[src/hdl/kgp_pkg.sv]
// Package for the knob level and gesture preset block.
// Holds constants, codes and the state/item/result/config structs; no dependencies.
package kgp_pkg;

  localparam int unsigned SampleW  = 12;
  localparam int unsigned TimeW    = 32;
  localparam int unsigned LevelW   = 8;
  localparam int unsigned IndexW   = 4;
  localparam int unsigned CountW   = 5;
  localparam int unsigned CfgDataW = 5;

  localparam logic [LevelW-1:0] TopLevel    = 8'd250;
  localparam logic [LevelW-1:0] BottomLevel = 8'd5;
  localparam logic [LevelW-1:0] ApplyDelta  = 8'd5;
  localparam logic [LevelW-1:0] LevelReset  = 8'd255;
  localparam logic [TimeW-1:0]  GestureWin  = 32'd4000;
  localparam logic [CountW-1:0] MaxPresets  = 5'd16;
  localparam logic [CountW-1:0] NumPresetsReset = 5'd8;

  typedef enum logic [1:0] {
    STEP_NONE = 2'd0,
    STEP_UP   = 2'd1,
    STEP_DOWN = 2'd2
  } step_t;

  typedef enum logic {
    REG_CONTROL_ENABLE = 1'b0,
    REG_NUM_PRESETS    = 1'b1
  } reg_index_t;

  typedef struct packed {
    logic [LevelW-1:0] applied_level;
    logic [TimeW-1:0]  high_edge_time;
    logic [TimeW-1:0]  low_edge_time;
    logic              at_high;
    logic              at_low;
    logic [IndexW-1:0] preset_now;
  } state_t;

  typedef struct packed {
    logic [SampleW-1:0] adc_sample;
    logic [TimeW-1:0]   time_ms;
  } item_t;

  typedef struct packed {
    logic [LevelW-1:0] brightness_level;
    logic              brightness_changed;
    logic [IndexW-1:0] preset_index;
    step_t             preset_step;
  } result_t;

  typedef struct packed {
    logic              control_enable;
    logic [CountW-1:0] num_presets;
  } cfg_t;

endpackage

[src/hdl/kgp_in_if.sv]
// Input channel: one potentiometer sample with its millisecond timestamp.
// Depends on kgp_pkg for field widths.
interface kgp_in_if;
  logic                         valid;
  logic                         ready;
  logic [kgp_pkg::SampleW-1:0]  adc_sample;
  logic [kgp_pkg::TimeW-1:0]    time_ms;

  modport source (output valid, output adc_sample, output time_ms, input ready);
  modport sink (input valid, input adc_sample, input time_ms, output ready);
endinterface

[src/hdl/kgp_out_if.sv]
// Output channel: applied level, change flag, preset index and step code.
// Depends on kgp_pkg for field widths.
interface kgp_out_if;
  logic                        valid;
  logic                        ready;
  logic [kgp_pkg::LevelW-1:0]  brightness_level;
  logic                        brightness_changed;
  logic [kgp_pkg::IndexW-1:0]  preset_index;
  logic [1:0]                  preset_step;

  modport source (output valid, output brightness_level, output brightness_changed,
                  output preset_index, output preset_step, input ready);
  modport sink (input valid, input brightness_level, input brightness_changed,
                input preset_index, input preset_step, output ready);
endinterface

[src/hdl/kgp_update.sv]
// Next-state and result logic for one sample: level scaling, gesture
// detection, preset wrap and brightness apply rule. Depends on kgp_pkg.
module kgp_update (
  input  kgp_pkg::state_t  state,
  input  kgp_pkg::item_t   item,
  input  kgp_pkg::cfg_t    cfg,
  output kgp_pkg::state_t  state_next,
  output kgp_pkg::result_t result
);

  logic [kgp_pkg::LevelW-1:0] level;
  logic [kgp_pkg::CountW-1:0] count;
  logic [kgp_pkg::IndexW-1:0] count_m1;
  logic [kgp_pkg::CountW-1:0] index_p1;
  logic                       is_top;
  logic                       is_bottom;
  logic [kgp_pkg::TimeW-1:0]  up_gap;
  logic [kgp_pkg::TimeW-1:0]  down_gap;
  logic                       up_hit;
  logic                       down_hit;
  logic [kgp_pkg::LevelW-1:0] diff;
  logic                       apply;

  // Scale the sample and clamp the preset count into 1..16
  assign level = item.adc_sample[kgp_pkg::SampleW-1 -: kgp_pkg::LevelW];
  always_comb begin
    if (cfg.num_presets == '0) begin
      count = kgp_pkg::CountW'(1);
    end else if (cfg.num_presets > kgp_pkg::MaxPresets) begin
      count = kgp_pkg::MaxPresets;
    end else begin
      count = cfg.num_presets;
    end
  end
  assign count_m1 = kgp_pkg::IndexW'(count - kgp_pkg::CountW'(1));
  assign index_p1 = {1'b0, state.preset_now} + kgp_pkg::CountW'(1);

  // Edge detection; the two regions never overlap
  assign is_top    = level > kgp_pkg::TopLevel;
  assign is_bottom = level < kgp_pkg::BottomLevel;
  assign up_gap    = item.time_ms - state.low_edge_time;
  assign down_gap  = item.time_ms - state.high_edge_time;
  assign up_hit    = is_top && !state.at_high && (up_gap < kgp_pkg::GestureWin)
                     && (item.time_ms != '0) && (state.low_edge_time != '0);
  assign down_hit  = is_bottom && !state.at_low && (down_gap < kgp_pkg::GestureWin)
                     && (item.time_ms != '0) && (state.high_edge_time != '0);

  // Apply the level on a large move or a drop to zero
  assign diff  = (level > state.applied_level) ? level - state.applied_level
                                               : state.applied_level - level;
  assign apply = (diff >= kgp_pkg::ApplyDelta)
                 || (level == '0 && state.applied_level != '0);

  always_comb begin
    state_next          = state;
    result.preset_step  = kgp_pkg::STEP_NONE;
    result.brightness_changed = 1'b0;
    if (cfg.control_enable) begin
      state_next.at_high = is_top;
      state_next.at_low  = is_bottom;
      if (is_top && !state.at_high) begin
        state_next.high_edge_time = item.time_ms;
      end
      if (is_bottom && !state.at_low) begin
        state_next.low_edge_time = item.time_ms;
      end
      if (up_hit) begin
        state_next.preset_now     = (index_p1 >= count) ? '0 : index_p1[kgp_pkg::IndexW-1:0];
        state_next.high_edge_time = '0;
        state_next.low_edge_time  = '0;
        result.preset_step        = kgp_pkg::STEP_UP;
      end else if (down_hit) begin
        state_next.preset_now     = (state.preset_now == '0) ? count_m1
                                    : state.preset_now - kgp_pkg::IndexW'(1);
        state_next.high_edge_time = '0;
        state_next.low_edge_time  = '0;
        result.preset_step        = kgp_pkg::STEP_DOWN;
      end
      if (apply) begin
        state_next.applied_level  = level;
        result.brightness_changed = 1'b1;
      end
    end
    result.brightness_level = state_next.applied_level;
    result.preset_index     = state_next.preset_now;
  end

endmodule

[src/hdl/knob_level_and_gesture_preset_top.sv]
// Knob level and gesture preset top level: input register, update logic,
// result register. Depends on kgp_pkg, kgp_in_if, kgp_out_if, kgp_update.
// An accepted item passes the input register, then the state update into the result
// register. Throughput: one item per cycle while the output is not stalled. Reset
// (rst, synchronous) empties both stages, restores level 255, clears edge times,
// flags and index, and sets config to enabled with 8 presets.
module knob_level_and_gesture_preset_top (
  input  logic                          clk,
  input  logic                          rst,
  kgp_in_if.sink                        in_ch,
  kgp_out_if.source                     out_ch,
  input  logic                          cfg_we,
  input  logic                          cfg_index,
  input  logic [kgp_pkg::CfgDataW-1:0]  cfg_data
);

  kgp_pkg::cfg_t    cfg;
  kgp_pkg::state_t  state;
  kgp_pkg::state_t  state_next;
  kgp_pkg::item_t   in_item;
  kgp_pkg::item_t   in_item_next;
  kgp_pkg::result_t out_res;
  kgp_pkg::result_t res_next;
  logic             in_valid;
  logic             out_valid;
  logic             advance;
  logic             load;

  // Pipeline moves when the result register is free or being drained
  assign advance     = !out_valid || out_ch.ready;
  assign load        = advance && in_valid;
  assign in_ch.ready = !in_valid || advance;
  assign in_item_next.adc_sample = in_ch.adc_sample;
  assign in_item_next.time_ms    = in_ch.time_ms;

  // Configuration registers
  always_ff @(posedge clk) begin
    if (rst) begin
      cfg.control_enable <= 1'b1;
      cfg.num_presets    <= kgp_pkg::NumPresetsReset;
    end else if (cfg_we) begin
      case (kgp_pkg::reg_index_t'(cfg_index))
        kgp_pkg::REG_CONTROL_ENABLE: cfg.control_enable <= cfg_data[0];
        kgp_pkg::REG_NUM_PRESETS:    cfg.num_presets    <= cfg_data;
        default: ;
      endcase
    end
  end

  // Input register
  always_ff @(posedge clk) begin
    if (rst) begin
      in_valid <= 1'b0;
    end else if (in_ch.ready) begin
      in_valid <= in_ch.valid;
    end
  end
  always_ff @(posedge clk) begin
    if (in_ch.ready && in_ch.valid) begin
      in_item <= in_item_next;
    end
  end

  kgp_update u_update (
    .state      (state),
    .item       (in_item),
    .cfg        (cfg),
    .state_next (state_next),
    .result     (res_next)
  );

  // Block state, committed when an item moves into the result register
  always_ff @(posedge clk) begin
    if (rst) begin
      state.applied_level  <= kgp_pkg::LevelReset;
      state.high_edge_time <= '0;
      state.low_edge_time  <= '0;
      state.at_high        <= 1'b0;
      state.at_low         <= 1'b0;
      state.preset_now     <= '0;
    end else if (load) begin
      state <= state_next;
    end
  end

  // Result register
  always_ff @(posedge clk) begin
    if (rst) begin
      out_valid <= 1'b0;
    end else if (advance) begin
      out_valid <= in_valid;
    end
  end
  always_ff @(posedge clk) begin
    if (load) begin
      out_res <= res_next;
    end
  end

  assign out_ch.valid              = out_valid;
  assign out_ch.brightness_level   = out_res.brightness_level;
  assign out_ch.brightness_changed = out_res.brightness_changed;
  assign out_ch.preset_index       = out_res.preset_index;
  assign out_ch.preset_step        = out_res.preset_step;

  // A preset step clears both edge times
  a_step_clears_edges: assert property (@(posedge clk) disable iff (rst)
    (load && res_next.preset_step != kgp_pkg::STEP_NONE)
    |=> (state.high_edge_time == '0 && state.low_edge_time == '0))
    else $error("edge times not cleared after preset step");

  // A disabled block reports no change and no step
  a_disabled_quiet: assert property (@(posedge clk) disable iff (rst)
    (load && !cfg.control_enable)
    |=> (!out_ch.brightness_changed && out_ch.preset_step == kgp_pkg::STEP_NONE))
    else $error("disabled block reported an update");

  // Top and bottom regions are never held at once
  a_regions_exclusive: assert property (@(posedge clk) disable iff (rst)
    !(state.at_high && state.at_low))
    else $error("at_high and at_low both set");

  // Reported index matches the committed state
  a_index_tracks_state: assert property (@(posedge clk) disable iff (rst)
    load |=> (out_ch.preset_index == state.preset_now))
    else $error("result index differs from state");

endmodule
[src/flat_wrapper.sv]
// flat-port wrapper written by rule: the top's interface ports become plain ports
module knob_level_and_gesture_preset_top_flat 
  (clk, rst, cfg_we, cfg_index, cfg_data, in_ch_valid, in_ch_adc_sample, in_ch_time_ms, in_ch_ready, out_ch_valid, out_ch_brightness_level, out_ch_brightness_changed, out_ch_preset_index, out_ch_preset_step, out_ch_ready);
  kgp_in_if in_ch_i ();
  kgp_out_if out_ch_i ();
  input  logic clk;
  input  logic rst;
  input  logic cfg_we;
  input  logic cfg_index;
  input  logic [kgp_pkg::CfgDataW-1:0] cfg_data;
  input wire logic [$bits(in_ch_i.valid)-1:0] in_ch_valid;
  input wire logic [$bits(in_ch_i.adc_sample)-1:0] in_ch_adc_sample;
  input wire logic [$bits(in_ch_i.time_ms)-1:0] in_ch_time_ms;
  output wire logic [$bits(in_ch_i.ready)-1:0] in_ch_ready;
  output wire logic [$bits(out_ch_i.valid)-1:0] out_ch_valid;
  output wire logic [$bits(out_ch_i.brightness_level)-1:0] out_ch_brightness_level;
  output wire logic [$bits(out_ch_i.brightness_changed)-1:0] out_ch_brightness_changed;
  output wire logic [$bits(out_ch_i.preset_index)-1:0] out_ch_preset_index;
  output wire logic [$bits(out_ch_i.preset_step)-1:0] out_ch_preset_step;
  input wire logic [$bits(out_ch_i.ready)-1:0] out_ch_ready;
  assign in_ch_i.valid = in_ch_valid;
  assign in_ch_i.adc_sample = in_ch_adc_sample;
  assign in_ch_i.time_ms = in_ch_time_ms;
  assign in_ch_ready = in_ch_i.ready;
  assign out_ch_valid = out_ch_i.valid;
  assign out_ch_brightness_level = out_ch_i.brightness_level;
  assign out_ch_brightness_changed = out_ch_i.brightness_changed;
  assign out_ch_preset_index = out_ch_i.preset_index;
  assign out_ch_preset_step = out_ch_i.preset_step;
  assign out_ch_i.ready = out_ch_ready;
  knob_level_and_gesture_preset_top u_core (.clk(clk), .rst(rst), .in_ch(in_ch_i), .out_ch(out_ch_i), .cfg_we(cfg_we), .cfg_index(cfg_index), .cfg_data(cfg_data));
endmodule
[config.mk]
export PLATFORM = sky130hd
export DESIGN_NAME = knob_level_and_gesture_preset_top_flat
export DESIGN_NICKNAME = d
export VERILOG_FILES = /design/src/hdl/kgp_pkg.sv /design/src/hdl/kgp_in_if.sv /design/src/hdl/kgp_out_if.sv /design/src/hdl/kgp_update.sv /design/src/hdl/knob_level_and_gesture_preset_top.sv /design/src/flat_wrapper.sv
export SDC_FILE = /design/constraint.sdc
export NUM_CORES = 1
export LEC_CHECK = 0
export ABC_AREA = 1
export BUFFER_PORTS_ARGS = -buffer_cell sky130_fd_sc_hd__buf_2
export CORE_ASPECT_RATIO = 0.7
export CORE_MARGIN = 8
export CORE_UTILIZATION = 57
export CTS_BUF_LIST = sky130_fd_sc_hd__clkbuf_16
export DETAILED_ROUTE_END_ITERATION = 10
export GPL_TIMING_DRIVEN = 1
export PLACE_DENSITY = 0.79
export SETUP_SLACK_MARGIN = 0.05
export SLEW_MARGIN = 20
export SYNTH_ARGS = -nofsm -noshare
export SYNTH_HDL_FRONTEND = slang
export SYNTH_SLANG_ARGS = --single-unit
export TNS_END_PERCENT = 1
[constraint.sdc]
create_clock -name clk -period 2.8 [get_ports clk]
set_input_delay 0.56 -clock clk [delete_from_list [all_inputs] [get_ports clk]]
set_output_delay 0.56 -clock clk [all_outputs]
set_load 0.005 [all_outputs]
==> implementation parameters <==
Parameter                              Value

Yosys
  Post-synthesis share of cell area spent on xor and xnor gates ... under 10%
  Adder-cell share of the synthesized area ... 8.70%
  Sequential element share of the synthesized area ... 27.2%
  Netlist area before placement ... between 10000 and 15000 sq um
  Combinational family with the most area after synthesis ... simple AND/OR/NAND/NOR gates
  Synth Area in Compound Gates ... 7.63%
  Ys flop type ... dfxtp_1
  Synthesized net count ... 2195
  Count of yosys warnings during synthesis ... 0
  Library cells used by synthesis ... 42
  Share of cell area taken by muxes after synthesis ... 0%
  FFs w/ async S/R, synth ... 0%
  Yosys reg bits ... 141
  Per-instance average area after synthesis ... around 6 sq um
  Synth Area in Simple Gates ... 43.0%
  Synth Instances ... 2055
  Number of enable flip-flop cells after synthesis ... 55

Worst setup path
  Startpoint of the lowest-slack register-to-register path ... u_core.in_item[10]$_DFFE_PP_
  Data required, critical path ... between 3 and 4 ns
  Source of the critical timing path ... u_core.in_item[10]$_DFFE_PP_
  Worst Setup Start Kind ... register
  Arr. time, crit path ... between 3 and 4 ns
  Cells on worst reg2reg path ... 21
  Crit. End Element ... register
  Crit-path max FO ... 8
  Critical Setup Path Class ... register to register
  Crit Reg-Reg Endpoint ... u_core.state[7]$_SDFFE_PP0P_
  Minimum setup slack among reg-to-reg paths ... -0.57 ns

CTS
  Clk root buf ... clkbuf_16
  TritonCTS clock tree ... yes
  Inserted Clock Buffers ... 17
  Clock latency on the worst-skew pair ... 0.45 ns
  Clock net sink count ... 141
  Number of levels the H-tree was split into ... 4
  Clock transition at the registers of the reported paths ... 0.07 ns
  Largest buffer count on any clock path ... 2

Finish
  Post-layout nets ... 2588
  Layout Area Growth over Synthesis ... 43.4%
  Commonest non-fill, non-tap cell in the layout ... nand2_1
  Fraction of final layout cells sized beyond drive strength 1 ... 31.9%
  Antenna diode count ... 0
  Highest-count cells in the layout ignoring fill and taps ... nand2_1, buf_4, inv_1, nor2_1, nand3_1
  Fillers ... 1396

Drt
  Antenna viol nets, final ... 0
  Residual DRC count ... 0
  Vias per cell ... 5.65
  Total wirelength of the detailed-routed design ... roughly 47000 um
  Number of design-rule violations left by the first detailed-router iteration ... ~1800
  Drt pass-1 iters ... 7
  Total via count in the routed design ... 15500
  WL/cell ... 17.2 um

Timing
  Pin slew with the least headroom to its limit ... between 0.6 and 0.7 ns
  Worst hold margin ... 0.282 ns
  Finish-stage setup viols ... 90
  Clock tree skew after final layout ... 0.0139 ns
  Max-slew violations ... 0
  Setup WS post-layout ... -0.568 ns
  Number of hold-slack violations in the final timing report ... 0
  Final critical-path required period ... ~3.4 ns
  Share of the clock period used by the worst path ... 120%
  Setup total negative slack ... -35.71 ns
  Setup repair after global routing missed its margin ... true
  Highest clock rate ... 297 MHz
  Max-slew headroom ... 57.1%

GRT
  Maximum number of pins on one net before global-route repair ... 67
  Overflow left after global routing ... 0
  GRT Util Overall ... 30.8%
  Initial antenna violation count ... 1
  Vias in the first global route ... 14000
  Global-route wire length before repair ... 67100 um

Power and ir drop
  Total power density per cell area ... ~380 nW/um^2
  Static Leakage ... 9.04 nW
  Maximum ir drop on the vdd rail ... between 0.6 and 0.7 mV

Place
  Port bufs ... 67
  Post-detailed-placement half-perimeter wirelength ... 31200 um
  Routability-driven placement congestion ratio ... 0.956
  Worst setup slack after placement ... -0.534 ns

Min path
  Cell count of the worst hold path ... 1
  Capture endpoint of the worst hold path ... u_core.in_item[38]$_DFFE_PP_
  Hold path startpoint ... in_ch_adc_sample[6]
  Type of the worst min-delay path ... input port to register

Die
  Initial core utilization ... between 50% and 60%
  Die footprint ... 26800 sq um
  Height of the die ... about 140 um
  Placeable core area ... 21500 sq um
  Die X-Extent ... 192 um
  Io pins ... 72
  Count of standard-cell rows ... 45

Status
  Result of the run ... finished with violations
  Violations in the final reports ... setup timing

Job
  Max-cap viol count ... 0
==> critical path, stage by stage, from the launching register on <==
cell,delay [ns]
edfxtp_1,0.59
ha_4,0.40
nand2_2,0.09
nor2_1,0.23
nand2_1,0.14
nand2_1,0.12
inv_1,0.06
nand2_1,0.08
nand2_1,0.11
nand3_1,0.12
nand2_1,0.07
nor2_1,0.11
nand3_1,0.10
nor2_2,0.12
nand4_1,0.12
buf_6,0.18
nand3_4,0.12
nand2_4,0.08
inv_8,0.12
clkbuf_16,0.17
nor2_1,0.04
nor2_1,0.12
==> routing by layer <==
layer	routed length (um)	GRT usage, %	up-vias
li1	-	-	7271
met1	19000	40.5	6973
met2	21300	49.7	996
met3	4680	5.82	261
met4	2280	10.8	2
met5	15	0	-
==> worst max-delay path by stage <==
stage                                                         end  slack, ns  cells after the start
after global routing                 u_core.state[7]$_SDFFE_PP0P_      -0.70                     21
after CTS                 u_core.out_ch.preset_index[3]$_DFFE_PP_      -0.32                     20
after detailed placement            u_core.state[11]$_SDFFE_PP0P_      -0.53                     20
after global placement               u_core.state[7]$_SDFFE_PP0P_      -0.48                     17
final                                u_core.state[7]$_SDFFE_PP0P_      -0.57                     21
after floorplan           u_core.out_ch.preset_index[3]$_DFFE_PP_       0.03                     19
==> flip-flops by register name, indices dropped and copies added, names as in the netlist <==
register and cells:
u_core.state 78, u_core.in_item 40, u_core.out_ch.brightness_level 8, u_core.cfg 6, u_core.out_ch.preset_index 4, u_core.out_ch.preset_step 2
u_core.in_valid 1, u_core.out_ch.brightness_changed 1, u_core.out_ch.valid 1
==> where the power goes <==
part | leakage, nW | internal [mW] | switching, mW
clock network | 0.280 | 1.32 | 1.01
registers | 1.23 | 2.22 | 0.0845
logic | 7.53 | 0.881 | 1.17
total | 9.04 | 4.42 | 2.27
==> cells by family (layout without fill, tap and decap cells) <==
kind of cell               after synthesis  after routing
AOI/OAI and AO/OA                      165            165
buffers and inverters                  389            795
and+or+nand+nor                       1260           1260
adders and majority gates               85             85
xor gates and xnor gates                15             15
DFF                                    141            141
==> final cells by class <==
class	instances	area (sq um)	share of cell area, %
flip-flops and latches	141	3370	19.0
multi-input cells	1525	8950	50.4
repair buffers	420	3200	18.0
clock inverters	15	163	0.915
clock buffers	17	425	2.39
inverters	343	1310	7.36
well taps	282	353	1.98
==> what timing repair did <==
item / in CTS / in global routing
gates resized for setup: 149 / 180
cloned: 0 / 3
endpoints found under the setup margin: 91 / 91
setup buffers: 22 / 12
hold buffers: 0 / 0
pin swaps: 69 / 113
==> stage by stage <==
stage	power (mW)	util, %	instances	area, sq um
floorplan	3.30	-	2055	12400
global route	6.93	82.7	2743	17800
detailed placement	4.00	71.5	2674	15400
CTS	6.44	78.7	2728	16900
global placement	3.95	71.5	2674	15400
finish	6.69	82.7	2743	17800
==> synthesized netlist by cell type (2+ instances only) <==
master    count  area [sq um]
edfxtp_1     55          1650
buf_1         5          18.8
fa_1          2          40.0
buf_6         7          78.8
o211ai_1      3          22.5
inv_2        18          67.6
clkinv_1      6          22.5
xor2_1       12           105
ha_1         83          1040
nor3_1       21           105
nor2_1      311          1170
nand2_2      11          68.8
a21o_1        5          37.5
nand3_2       2          20.0
and3_1        3          18.8
buf_2        15          75.1
o21ai_1       5          25.0
nand4_1      35           219
a21oi_1      69           345
o21a_1       10          75.1
xnor2_1       3          26.3
nor3_2        4          40.0
clkbuf_1     18          67.6
nor2_2       31           194
dfxtp_1      86          1720
a21boi_0      3          22.5
inv_1       318          1190
nor4_1        3          18.8
o21ai_0      50           250
o21bai_1     10          75.1
nand2_1     618          2320
a21oi_2       6          52.6
nand3_1     204          1020
nand3b_1     15           113
Power figures use the tool's default switching activity.
